[config.mk]
export PLATFORM = sky130hd
export DESIGN_NAME = clipped_line_rasterizer
export DESIGN_NICKNAME = d
export VERILOG_FILES = /design/src/design/clr_pkg.sv /design/src/design/clr_divider.sv /design/src/design/clr_datapath.sv /design/src/design/clr_ctrl.sv /design/src/design/clipped_line_rasterizer.sv
export SDC_FILE = /design/constraint.sdc
export NUM_CORES = 2
export LEC_CHECK = 0
export ABC_AREA = 1
export BUFFER_PORTS_ARGS = -buffer_cell sky130_fd_sc_hd__clkbuf_2
export CORE_ASPECT_RATIO = 1.75
export CORE_UTILIZATION = 65
export CTS_BUF_LIST = sky130_fd_sc_hd__clkbuf_8
export DETAILED_ROUTE_END_ITERATION = 6
export PLACE_DENSITY = 0.82
export REMOVE_ABC_BUFFERS = 1
export SKIP_CTS_REPAIR_TIMING = 1
export SYNTH_ARGS = -nofsm -noshare
export SYNTH_HDL_FRONTEND = slang
export SYNTH_SLANG_ARGS = --single-unit
export TNS_END_PERCENT = 100
[constraint.sdc]
create_clock -name clk -period 19.9 [get_ports clk]
set_input_delay 4.975 -clock clk [delete_from_list [all_inputs] [get_ports clk]]
set_output_delay 4.975 -clock clk [all_outputs]
set_load 0.02 [all_outputs]
[src/design/clr_pkg.sv]
// Package with shared constants and types for the clipped line rasterizer.
`timescale 1ns / 1ps
package clr_pkg;
  localparam int MaxDimDefault = 64;
  localparam int CoordW = 16;
  localparam int WideW = 36;
  localparam int ClipPasses = 32;

  localparam logic [3:0] OC_LEFT   = 4'b0001;
  localparam logic [3:0] OC_RIGHT  = 4'b0010;
  localparam logic [3:0] OC_TOP    = 4'b0100;
  localparam logic [3:0] OC_BOTTOM = 4'b1000;

  localparam logic CFG_WIDTH  = 1'b0;
  localparam logic CFG_HEIGHT = 1'b1;

  typedef enum logic [2:0] {
    DP_NONE, DP_LOAD, DP_SWAP, DP_CLIP_MUL, DP_CLIP_DIV, DP_CLIP_FIN, DP_DRAW_INIT, DP_STEP
  } dp_op_t;

  typedef struct packed {
    dp_op_t op;
  } dp_cmd_t;

  typedef struct packed {
    logic [3:0] oc1;
    logic [3:0] oc2;
    logic       div_done;
    logic       draw_last;
  } dp_status_t;
endpackage

[src/design/clr_divider.sv]
// Iterative signed divider, one quotient bit per cycle, truncating toward zero.
`timescale 1ns / 1ps
module clr_divider (
  input  logic                             clk,
  input  logic                             rst,
  input  logic                             start,
  input  logic signed [clr_pkg::WideW-1:0] dividend,
  input  logic signed [clr_pkg::WideW-1:0] divisor,
  output logic                             done,
  output logic signed [clr_pkg::WideW-1:0] quotient
);
  import clr_pkg::*;
  localparam int CntW = $clog2(WideW + 1);

  logic [WideW-1:0] rem;
  logic [WideW-1:0] quo;
  logic [WideW-1:0] den;
  logic [CntW-1:0]  count;
  logic             busy;
  logic             neg;
  logic [WideW:0]   trial;
  logic [WideW-1:0] rem_shift;

  assign rem_shift = {rem[WideW-2:0], quo[WideW-1]};
  assign trial = {1'b0, rem_shift} - {1'b0, den};

  always_ff @(posedge clk) begin
    if (rst) begin
      busy <= 1'b0;
      done <= 1'b0;
      count <= '0;
    end else begin
      done <= 1'b0;
      if (start) begin
        busy <= 1'b1;
        count <= CntW'(WideW);
        neg <= dividend[WideW-1] ^ divisor[WideW-1];
        quo <= dividend[WideW-1] ? WideW'(-dividend) : WideW'(dividend);
        den <= divisor[WideW-1] ? WideW'(-divisor) : WideW'(divisor);
        rem <= '0;
      end else if (busy) begin
        if (!trial[WideW]) begin
          rem <= trial[WideW-1:0];
          quo <= {quo[WideW-2:0], 1'b1};
        end else begin
          rem <= rem_shift;
          quo <= {quo[WideW-2:0], 1'b0};
        end
        count <= count - 1'b1;
        if (count == CntW'(1)) begin
          busy <= 1'b0;
          done <= 1'b1;
        end
      end
    end
  end

  assign quotient = neg ? -$signed(quo) : $signed(quo);
endmodule

[src/design/clr_datapath.sv]
// Datapath: endpoint registers, outcodes, clip arithmetic and Bresenham stepper.
`timescale 1ns / 1ps
module clr_datapath #(
  parameter int MAX_DIM = clr_pkg::MaxDimDefault
) (
  input  logic                             clk,
  input  logic                             rst,
  input  clr_pkg::dp_cmd_t                 cmd,
  output clr_pkg::dp_status_t              status,
  input  logic [6:0]                       canvas_width,
  input  logic [6:0]                       canvas_height,
  input  logic signed [clr_pkg::CoordW-1:0] x_start,
  input  logic signed [clr_pkg::CoordW-1:0] y_start,
  input  logic signed [clr_pkg::CoordW-1:0] x_end,
  input  logic signed [clr_pkg::CoordW-1:0] y_end,
  input  logic [7:0]                       glyph_in,
  output logic [5:0]                       cur_x,
  output logic [5:0]                       cur_y,
  output logic [7:0]                       glyph
);
  import clr_pkg::*;
  localparam int CW = 18;

  logic signed [WideW-1:0] x1, y1, x2, y2;
  logic signed [WideW-1:0] w, h;
  logic signed [WideW-1:0] prod;
  logic signed [WideW-1:0] num, den;
  logic signed [WideW-1:0] base_q;
  logic                    div_start, div_done;
  logic [3:0]              oc1, oc2;
  logic signed [CW-1:0]    delta, dpr, dpru, major, cnt;
  logic signed [CW-1:0]    xinc, yinc;
  logic                    xmajor;
  logic signed [CW-1:0]    dxa, dya;
  logic signed [CW-1:0]    mul_a, mul_b;

  assign w = (canvas_width > 7'(MAX_DIM)) ? WideW'(MAX_DIM) : WideW'(canvas_width);
  assign h = (canvas_height > 7'(MAX_DIM)) ? WideW'(MAX_DIM) : WideW'(canvas_height);

  function automatic logic [3:0] outcode(input logic signed [WideW-1:0] x,
                                         input logic signed [WideW-1:0] y,
                                         input logic signed [WideW-1:0] wd,
                                         input logic signed [WideW-1:0] ht);
    logic [3:0] b;
    b = '0;
    if (x < 0) b |= OC_LEFT;
    else if (x >= wd) b |= OC_RIGHT;
    if (y < 0) b |= OC_TOP;
    else if (y >= ht) b |= OC_BOTTOM;
    return b;
  endfunction

  assign oc1 = outcode(x1, y1, w, h);
  assign oc2 = outcode(x2, y2, w, h);

  clr_divider u_div (
    .clk(clk), .rst(rst), .start(div_start), .dividend(prod), .divisor(den),
    .done(div_done), .quotient(base_q)
  );

  assign div_start = (cmd.op == DP_CLIP_DIV);
  assign dxa = (x2 > x1) ? CW'(x2 - x1) : CW'(x1 - x2);
  assign dya = (y2 > y1) ? CW'(y2 - y1) : CW'(y1 - y2);

  always_ff @(posedge clk) begin
    unique case (cmd.op)
      DP_LOAD: begin
        x1 <= WideW'(x_start); y1 <= WideW'(y_start);
        x2 <= WideW'(x_end);   y2 <= WideW'(y_end);
        glyph <= glyph_in;
      end
      DP_SWAP: begin
        x1 <= x2; y1 <= y2; x2 <= x1; y2 <= y1;
      end
      DP_CLIP_MUL: begin
        // Pick the edge, form the interpolation numerator and divisor.
        if (oc1[0]) begin
          num <= x2;
          den <= x2 - x1;
        end else if (oc1[1]) begin
          num <= x2 - (w - 1);
          den <= x2 - x1;
        end else if (oc1[2]) begin
          num <= y2;
          den <= y2 - y1;
        end else begin
          num <= y2 - (h - 1);
          den <= y2 - y1;
        end
      end
      DP_CLIP_DIV: ;
      DP_CLIP_FIN: begin
        if (oc1[0]) begin
          y1 <= y2 - base_q; x1 <= '0;
        end else if (oc1[1]) begin
          y1 <= y2 - base_q; x1 <= w - 1;
        end else if (oc1[2]) begin
          x1 <= x2 - base_q; y1 <= '0;
        end else begin
          x1 <= x2 - base_q; y1 <= h - 1;
        end
      end
      DP_DRAW_INIT: begin
        xinc <= (x1 > x2) ? -CW'(1) : CW'(1);
        yinc <= (y1 > y2) ? -CW'(1) : CW'(1);
        xmajor <= dxa >= dya;
        major <= (dxa >= dya) ? dxa : dya;
        cnt <= '0;
        dpr <= ((dxa >= dya) ? dya : dxa) <<< 1;
        dpru <= (((dxa >= dya) ? dya : dxa) - ((dxa >= dya) ? dxa : dya)) <<< 1;
        delta <= (((dxa >= dya) ? dya : dxa) <<< 1) - ((dxa >= dya) ? dxa : dya);
      end
      DP_STEP: begin
        cnt <= cnt + 1'b1;
        if (delta > 0) begin
          x1 <= x1 + WideW'(xinc); y1 <= y1 + WideW'(yinc);
          delta <= delta + dpru;
        end else begin
          if (xmajor) x1 <= x1 + WideW'(xinc); else y1 <= y1 + WideW'(yinc);
          delta <= delta + dpr;
        end
      end
      default: ;
    endcase
  end

  // Both factors fit in 18 signed bits, so an 18 by 18 multiplier is enough.
  assign mul_a = num[CW-1:0];
  assign mul_b = (oc1[0] || oc1[1]) ? CW'(y2 - y1) : CW'(x2 - x1);

  // The product sits in its own register ahead of the divider.
  always_ff @(posedge clk) begin
    if (cmd.op == DP_CLIP_MUL)
      prod <= prod;
    else
      prod <= mul_a * mul_b;
  end

  assign status.oc1 = oc1;
  assign status.oc2 = oc2;
  assign status.div_done = div_done;
  assign status.draw_last = (cnt == major) || (cnt == CW'(63));
  assign cur_x = x1[5:0];
  assign cur_y = y1[5:0];
endmodule

[src/design/clr_ctrl.sv]
// Controller state machine sequencing clip passes, drawing and output handshake.
`timescale 1ns / 1ps
module clr_ctrl (
  input  logic                 clk,
  input  logic                 rst,
  input  logic                 in_valid,
  output logic                 in_ready,
  output logic                 out_valid,
  input  logic                 out_ready,
  output logic                 out_plotted,
  output logic                 out_last,
  output clr_pkg::dp_cmd_t     cmd,
  input  clr_pkg::dp_status_t  status
);
  import clr_pkg::*;

  typedef enum logic [3:0] {
    S_IDLE, S_TEST, S_MUL, S_PROD, S_DIV, S_WAIT, S_FIN, S_INIT, S_EMIT, S_REJ
  } state_t;

  state_t     state;
  logic [5:0] passes;
  logic       emit_last;

  always_comb begin
    cmd.op = DP_NONE;
    unique case (state)
      S_IDLE: if (in_valid) cmd.op = DP_LOAD;
      S_TEST: begin
        if ((status.oc1 & status.oc2) == 4'b0 && status.oc1 == 4'b0 && status.oc2 != 4'b0
            && passes != 6'(ClipPasses))
          cmd.op = DP_SWAP;
      end
      S_MUL:  cmd.op = DP_CLIP_MUL;
      S_DIV:  cmd.op = DP_CLIP_DIV;
      S_FIN:  cmd.op = DP_CLIP_FIN;
      S_INIT: cmd.op = DP_DRAW_INIT;
      S_EMIT: if (out_ready && !emit_last) cmd.op = DP_STEP;
      default: cmd.op = DP_NONE;
    endcase
  end

  assign in_ready = (state == S_IDLE);
  assign out_valid = (state == S_EMIT) || (state == S_REJ);
  assign out_plotted = (state == S_EMIT);
  assign out_last = (state == S_REJ) || emit_last;
  assign emit_last = status.draw_last;

  always_ff @(posedge clk) begin
    if (rst) begin
      state <= S_IDLE;
      passes <= '0;
    end else begin
      unique case (state)
        S_IDLE: if (in_valid) begin
          state <= S_TEST;
          passes <= '0;
        end
        S_TEST: begin
          if (passes == 6'(ClipPasses) || (status.oc1 & status.oc2) != 4'b0) state <= S_REJ;
          else if (status.oc1 == 4'b0 && status.oc2 == 4'b0) state <= S_INIT;
          else begin
            passes <= passes + 1'b1;
            if (status.oc1 != 4'b0) state <= S_MUL;
          end
        end
        S_MUL:  state <= S_PROD;
        S_PROD: state <= S_DIV;
        S_DIV:  state <= S_WAIT;
        S_WAIT: if (status.div_done) state <= S_FIN;
        S_FIN:  state <= S_TEST;
        S_INIT: state <= S_EMIT;
        S_EMIT: if (out_ready && emit_last) state <= S_IDLE;
        S_REJ:  if (out_ready) state <= S_IDLE;
        default: state <= S_IDLE;
      endcase
    end
  end

  a_no_in_while_out: assert property (@(posedge clk) disable iff (rst)
    out_valid |-> !in_ready) else $error("input taken while output pending");
  a_pass_bound: assert property (@(posedge clk) disable iff (rst)
    passes <= 6'(ClipPasses)) else $error("clip pass count overran");
  a_rej_ends: assert property (@(posedge clk) disable iff (rst)
    (state == S_REJ && out_ready) |=> state == S_IDLE) else $error("reject did not end");
endmodule

[src/design/clipped_line_rasterizer.sv]
// Top level of the clipped line rasterizer.
`timescale 1ns / 1ps
// One line per transaction: each clip pass waits on the radix-2 divider, with at most
// 32 clip passes and swaps in all, then one pixel per cycle while out_ready is high,
// up to 64 pixels; the next line is accepted after the last pixel is taken.
module clipped_line_rasterizer #(
  parameter int MAX_DIM = clr_pkg::MaxDimDefault
) (
  input  logic                               clk,
  input  logic                               rst,
  input  logic                               cfg_we,
  input  logic                               cfg_index,
  input  logic [6:0]                         cfg_data,
  input  logic                               in_valid,
  output logic                               in_ready,
  input  logic signed [clr_pkg::CoordW-1:0]  x_start,
  input  logic signed [clr_pkg::CoordW-1:0]  y_start,
  input  logic signed [clr_pkg::CoordW-1:0]  x_end,
  input  logic signed [clr_pkg::CoordW-1:0]  y_end,
  input  logic [7:0]                         glyph_in,
  output logic                               out_valid,
  input  logic                               out_ready,
  output logic [5:0]                         pixel_x,
  output logic [5:0]                         pixel_y,
  output logic [7:0]                         glyph_out,
  output logic                               plotted,
  output logic                               last
);
  import clr_pkg::*;

  logic [6:0]  canvas_width, canvas_height;
  dp_cmd_t     cmd;
  dp_status_t  status;
  logic [5:0]  cx, cy;
  logic [7:0]  g;

  always_ff @(posedge clk) begin
    if (rst) begin
      canvas_width <= 7'd64;
      canvas_height <= 7'd64;
    end else if (cfg_we) begin
      if (cfg_index == CFG_WIDTH) canvas_width <= cfg_data;
      else canvas_height <= cfg_data;
    end
  end

  clr_ctrl u_ctrl (
    .clk(clk), .rst(rst), .in_valid(in_valid), .in_ready(in_ready),
    .out_valid(out_valid), .out_ready(out_ready), .out_plotted(plotted),
    .out_last(last), .cmd(cmd), .status(status)
  );

  clr_datapath #(.MAX_DIM(MAX_DIM)) u_dp (
    .clk(clk), .rst(rst), .cmd(cmd), .status(status),
    .canvas_width(canvas_width), .canvas_height(canvas_height),
    .x_start(x_start), .y_start(y_start), .x_end(x_end), .y_end(y_end),
    .glyph_in(glyph_in), .cur_x(cx), .cur_y(cy), .glyph(g)
  );

  assign pixel_x = plotted ? cx : 6'd0;
  assign pixel_y = plotted ? cy : 6'd0;
  assign glyph_out = plotted ? g : 8'd0;
endmodule

==> results of run 1 <==
==> layer usage <==
metal	overflow	global-route usage, %
met5	0	2.320
met4	2	68.55
met3	0	30.18
met2	2	89.85
met1	0	57.22
==> per-stage QoR <==
| step | instances | worst slack [ns] |
|---|---|---|
| detailed placement | 8663 | 8.465 |
| floorplan | 7340 | 10.18 |
| global placement | 8663 | 8.720 |
| CTS | 8800 | 8.386 |
==> synthesized netlist by cell type (all sizes together), types with 18 or more instances <==
master / count
clkbuf: 111
o22ai: 19
buf: 76
nor4: 57
nor2: 811
xnor2: 164
a21o: 35
o221ai: 21
nor3: 78
inv: 1234
o21ai: 444
fa: 343
nand3: 295
o31ai: 20
o211ai: 59
a21boi: 22
or2: 42
xor2: 236
a31oi: 74
ha: 497
nand2: 1586
o21bai: 18
nand4: 100
a21oi: 591
edfxtp: 441
dfxtp: 32
o21a: 22
nand3b: 23
==> kinds of logic after synthesis <==
family | after synthesis
AO/OA/AOI/OAI | 1370
XOR/XNOR | 400
adder cells (fa/ha/maj) | 840
buffers and inverters | 1431
flip-flops | 473
multiplexers | 1
AND/OR/NAND/NOR | 3012
==> impl_results.md, run 1 <==
* Register area share after synthesis at 24.65%
* Htree depth at 3
* Compound-cell area share of the yosys netlist at 13.61%
* Vias in the first global route at 61020
* Post-DP HPWL at 188900 um
* Largest family of logic cells by synthesized area: adder cells
* # rows at 142
* Bufs on Longest Clock Path at 3
* Inserted Clock Buffers at 76
* Buffers added on ports at 108
* Multiplexer share of the synthesized area at 0.01777%
* Cell count after synthesis at 7527
* Avg Synthesized Cell Area at 7.482 sq um
* Status: aborted with a tool error
* Post-synth EDFFs at 441
* Placed cell areas at 58000 sq um
* GR Util All Layers at 60.71%
* GRT overflow at 4
* Yosys warns at 0
* Synth area leader: edfxtp_1
* Initial Utilization at 65.76%
* I/O pins at 109
* Pin count of the biggest net entering global routing at 85
* Synth async-reset ratio at 0%
* Most area-consuming cells after synthesis: edfxtp_1 (24%), fa_1 (12%), ha_1 (11%)
* First Err: [ERROR GRT-0116] Global routing finished with congestion. Check the congestion regions in the DRC Viewer.
* Clock root buffer: clkbuf_8
* Dominant synthesized flop cell: edfxtp_1
* Synth Area in Simple Gates at 22.44%
* First-pass GRT wire length at 386700 um
* Xor/xnor share of the synthesized area at 6.221%
* Failing step: 5_1_grt
* Placer Congestion at 1.174
* #FFs+latches synth at 473
* Post-Syn Area at 56320 sq um
* Yosys cell types at 72
* Die height at 391.4 um
* Yosys top cell area share at 23.52%
* Die Span X at 224.5 um
* Clk sinks at 473
* Adder-cell share of the synthesized area at 23.24%
==> run 2: changes to the inputs <==
CORE_ASPECT_RATIO = unset   (was 1.75)
CORE_UTILIZATION = 40   (was 65)
CTS_BUF_LIST = unset   (was sky130_fd_sc_hd__clkbuf_8)
PLACE_DENSITY = unset   (was 0.82)
PLACE_DENSITY_LB_ADDON = 0.15   (was unset)
==> impl_results.md, run 2 <==
* Fin Setup TNS at 0 ns
* Bufs on Longest Clock Path at 3 (unchanged)
* Clock root buffer: clkbuf_16
* Dominant synthesized flop cell: edfxtp_1
* Drt via density at 5.481
* Most common cell in the synthesized netlist: nand2_1
* Synth area leader: edfxtp_1
* Area delta synth->final at 8.609%
* Master of the slowest instance on the critical path: o21ai_0
* Yosys warns at 0 (unchanged)
* Post-Syn Area at 56320 sq um (unchanged)
* Cell count after synthesis at 7527 (unchanged)
* Layout Skew at 0.03456 ns
* Yosys cell types at 72 (unchanged)
* First-pass GRT wire length at 322700 um
* Initial Utilization at 40.36% (-25 points)
* Inserted Clock Buffers at 66 (-13%)
* CP startpoint kind: flip-flop
* Clk sinks at 473 (unchanged)
* Hold WC Path Type: flip-flop to flip-flop
* CP max FO at 71
* Detail Route Antenna Nets at 0
* WL/cell at 23.04 um
* CP top delay family: adder cells
* Post-DP HPWL at 180100 um (-4.7%)
* Commonest non-fill, non-tap cell in the layout: nand2_1
* Setup CP Type: flip-flop to flip-flop
* Post-route clock period utilization at 55.88%
* Fin nets at 8490
* Yosys top cell area share at 23.52% (unchanged)
* CTS tree: done
* GR Util All Layers at 30.57%
* Vias in the first global route at 50870
* Commonest cells in the synthesized netlist: nand2_1 (1561), inv_1 (1231), nor2_1 (808)
* Vias at 52040
* Dpl ws at 9.041 ns (+0.5758 ns)
* Register area share after synthesis at 24.65% (unchanged)
* Htree depth at 3 (unchanged)
* Layout cells sized above 1 at 4.873%
* Status: complete, no violations
* Most frequent CP cell: inv_1
* Avg Synthesized Cell Area at 7.482 sq um (unchanged)
* #FFs+latches synth at 473 (unchanged)
* Die area at 142300 sq um
* GRT overflow at 0
* Max cap viols at 0
* Crit path required time at 20.31 ns
* Die height at 377.2 um (-3.6%)
* Fmax at 89.92 MHz
* Worst EP arrival at 11.53 ns
* Synth async-reset ratio at 0% (unchanged)
* DRT iter0 DRCs at 4467
* Die Span X at 377.2 um (+68%)
* CP endpoint kind: flip-flop
* Crit path time final at 11.12 ns
* Post-synth EDFFs at 441 (unchanged)
* Initial antenna violation count at 13
* # rows at 137 (-3.5%)
* Count of final max-slew check failures at 0
* Worst Slack Setup Final at 8.779 ns
* Most area-consuming cells after synthesis: edfxtp_1 (24%), fa_1 (12%), ha_1 (11%)
* Pin count of the biggest net entering global routing at 72
* Worst-Skew Late Latency at 0.70 ns
* DRC Markers at 0
* Commonest non-fill, non-tap cells in the layout: nand2_1 (1559), inv_1 (1230), nor2_1 (804)
* Final Hold Viols at 0
* I/O pins at 109 (unchanged)
* RSZ-0062 raised after global routing: false
* Final setup viols at 0
* Placer Congestion at 0.9808 (-16%)
* Clock transition at path regs at 0.06 ns
* Buffers added on ports at 108 (unchanged)
* Post-Route WL at 218800 um
* Tightest Pin Transition at 1.211 ns
* 1st-pass router iterations at 6
* Core ar. at 139500 sq um
* Normalized max-slew margin at 18.49%
* Critical path buffer and inverter count at 9
* Max incr delay on CP at 0.83 ns
-- run 2: cell counts after synthesis --
Identical to the previous run, type by type.
-- run 2: cell type report --
class	count	area (sq um)
clock buffer	69	1663
timing repair buffer	157	908.4
fill	14490	78370
clock inverter	47	693.2
sequential	473	13880
tap	1876	2347
antenna	5	12.51
inverter	1244	4673
multi-input combinational	5623	36980
-- run 2: worst paths after layout --
| kind | depth (start not counted) | from | slack (ns) | end |
|---|---|---|---|---|
| max | 41 | canvas_width[4] | 8.78 | u_dp.prod[33] |
| min | 2 | u_dp.u_div.count[3] | 0.48 | u_dp.u_div.count[3] |
| max reg2reg | 41 | canvas_width[4] | 8.78 | u_dp.prod[33] |
| min reg2reg | 2 | u_dp.u_div.count[3] | 0.48 | u_dp.u_div.count[3] |
-- run 2: worst min-delay path, cell delays in order, from the launching register on --
cell	delay [ns]
dfxtp_1	0.32
nand2_1	0.06
a21oi_1	0.05
-- run 2: stage by stage --
| step | area, sq um | util [%] | cells | hold WS, ns |
|---|---|---|---|---|
| global placement | 58790 | 42.13 | 9372 | 0.4669 |
| detailed placement | 58800 | 42.14 | 9373 | 0.4796 |
| finish | 61160 | 43.84 | 9494 | 0.4817 |
| CTS | 61150 | 43.83 | 9489 | 0.4884 |
| global route | 61160 | 43.83 | 9493 | 0.5101 |
| floorplan | 55460 | - | 7340 | 0.4515 |
-- run 2: layer usage --
metal | up-vias | global-route usage [%] | wire, um
met5 | - | 0 | 43
met4 | 6 | 11.20 | 8172
met3 | 308 | 3.883 | 13770
met2 | 1736 | 49.84 | 100700
met1 | 25210 | 41.34 | 96040
li1 | 24780 | - | -
-- run 2: logic make-up (layout without fill, tap and decap cells) --
family | after synthesis | count (layout) | synth area share (%)
simple gates | 3012 | 3012 | 22.44
fa+ha+maj | 840 | 840 | 23.24
compound gates | 1370 | 1370 | 13.61
mux | 1 | 1 | 0.01777
xor+xnor | 400 | 400 | 6.221
buf+inv | 1431 | 1517 | 9.820
flops | 473 | 473 | 24.65
other cells | 0 | 5 | 0
Power of run 2 is left out: the tool's default activity adds up to more than one toggle a clock period on the data nets, which glitch-free logic cannot reach.
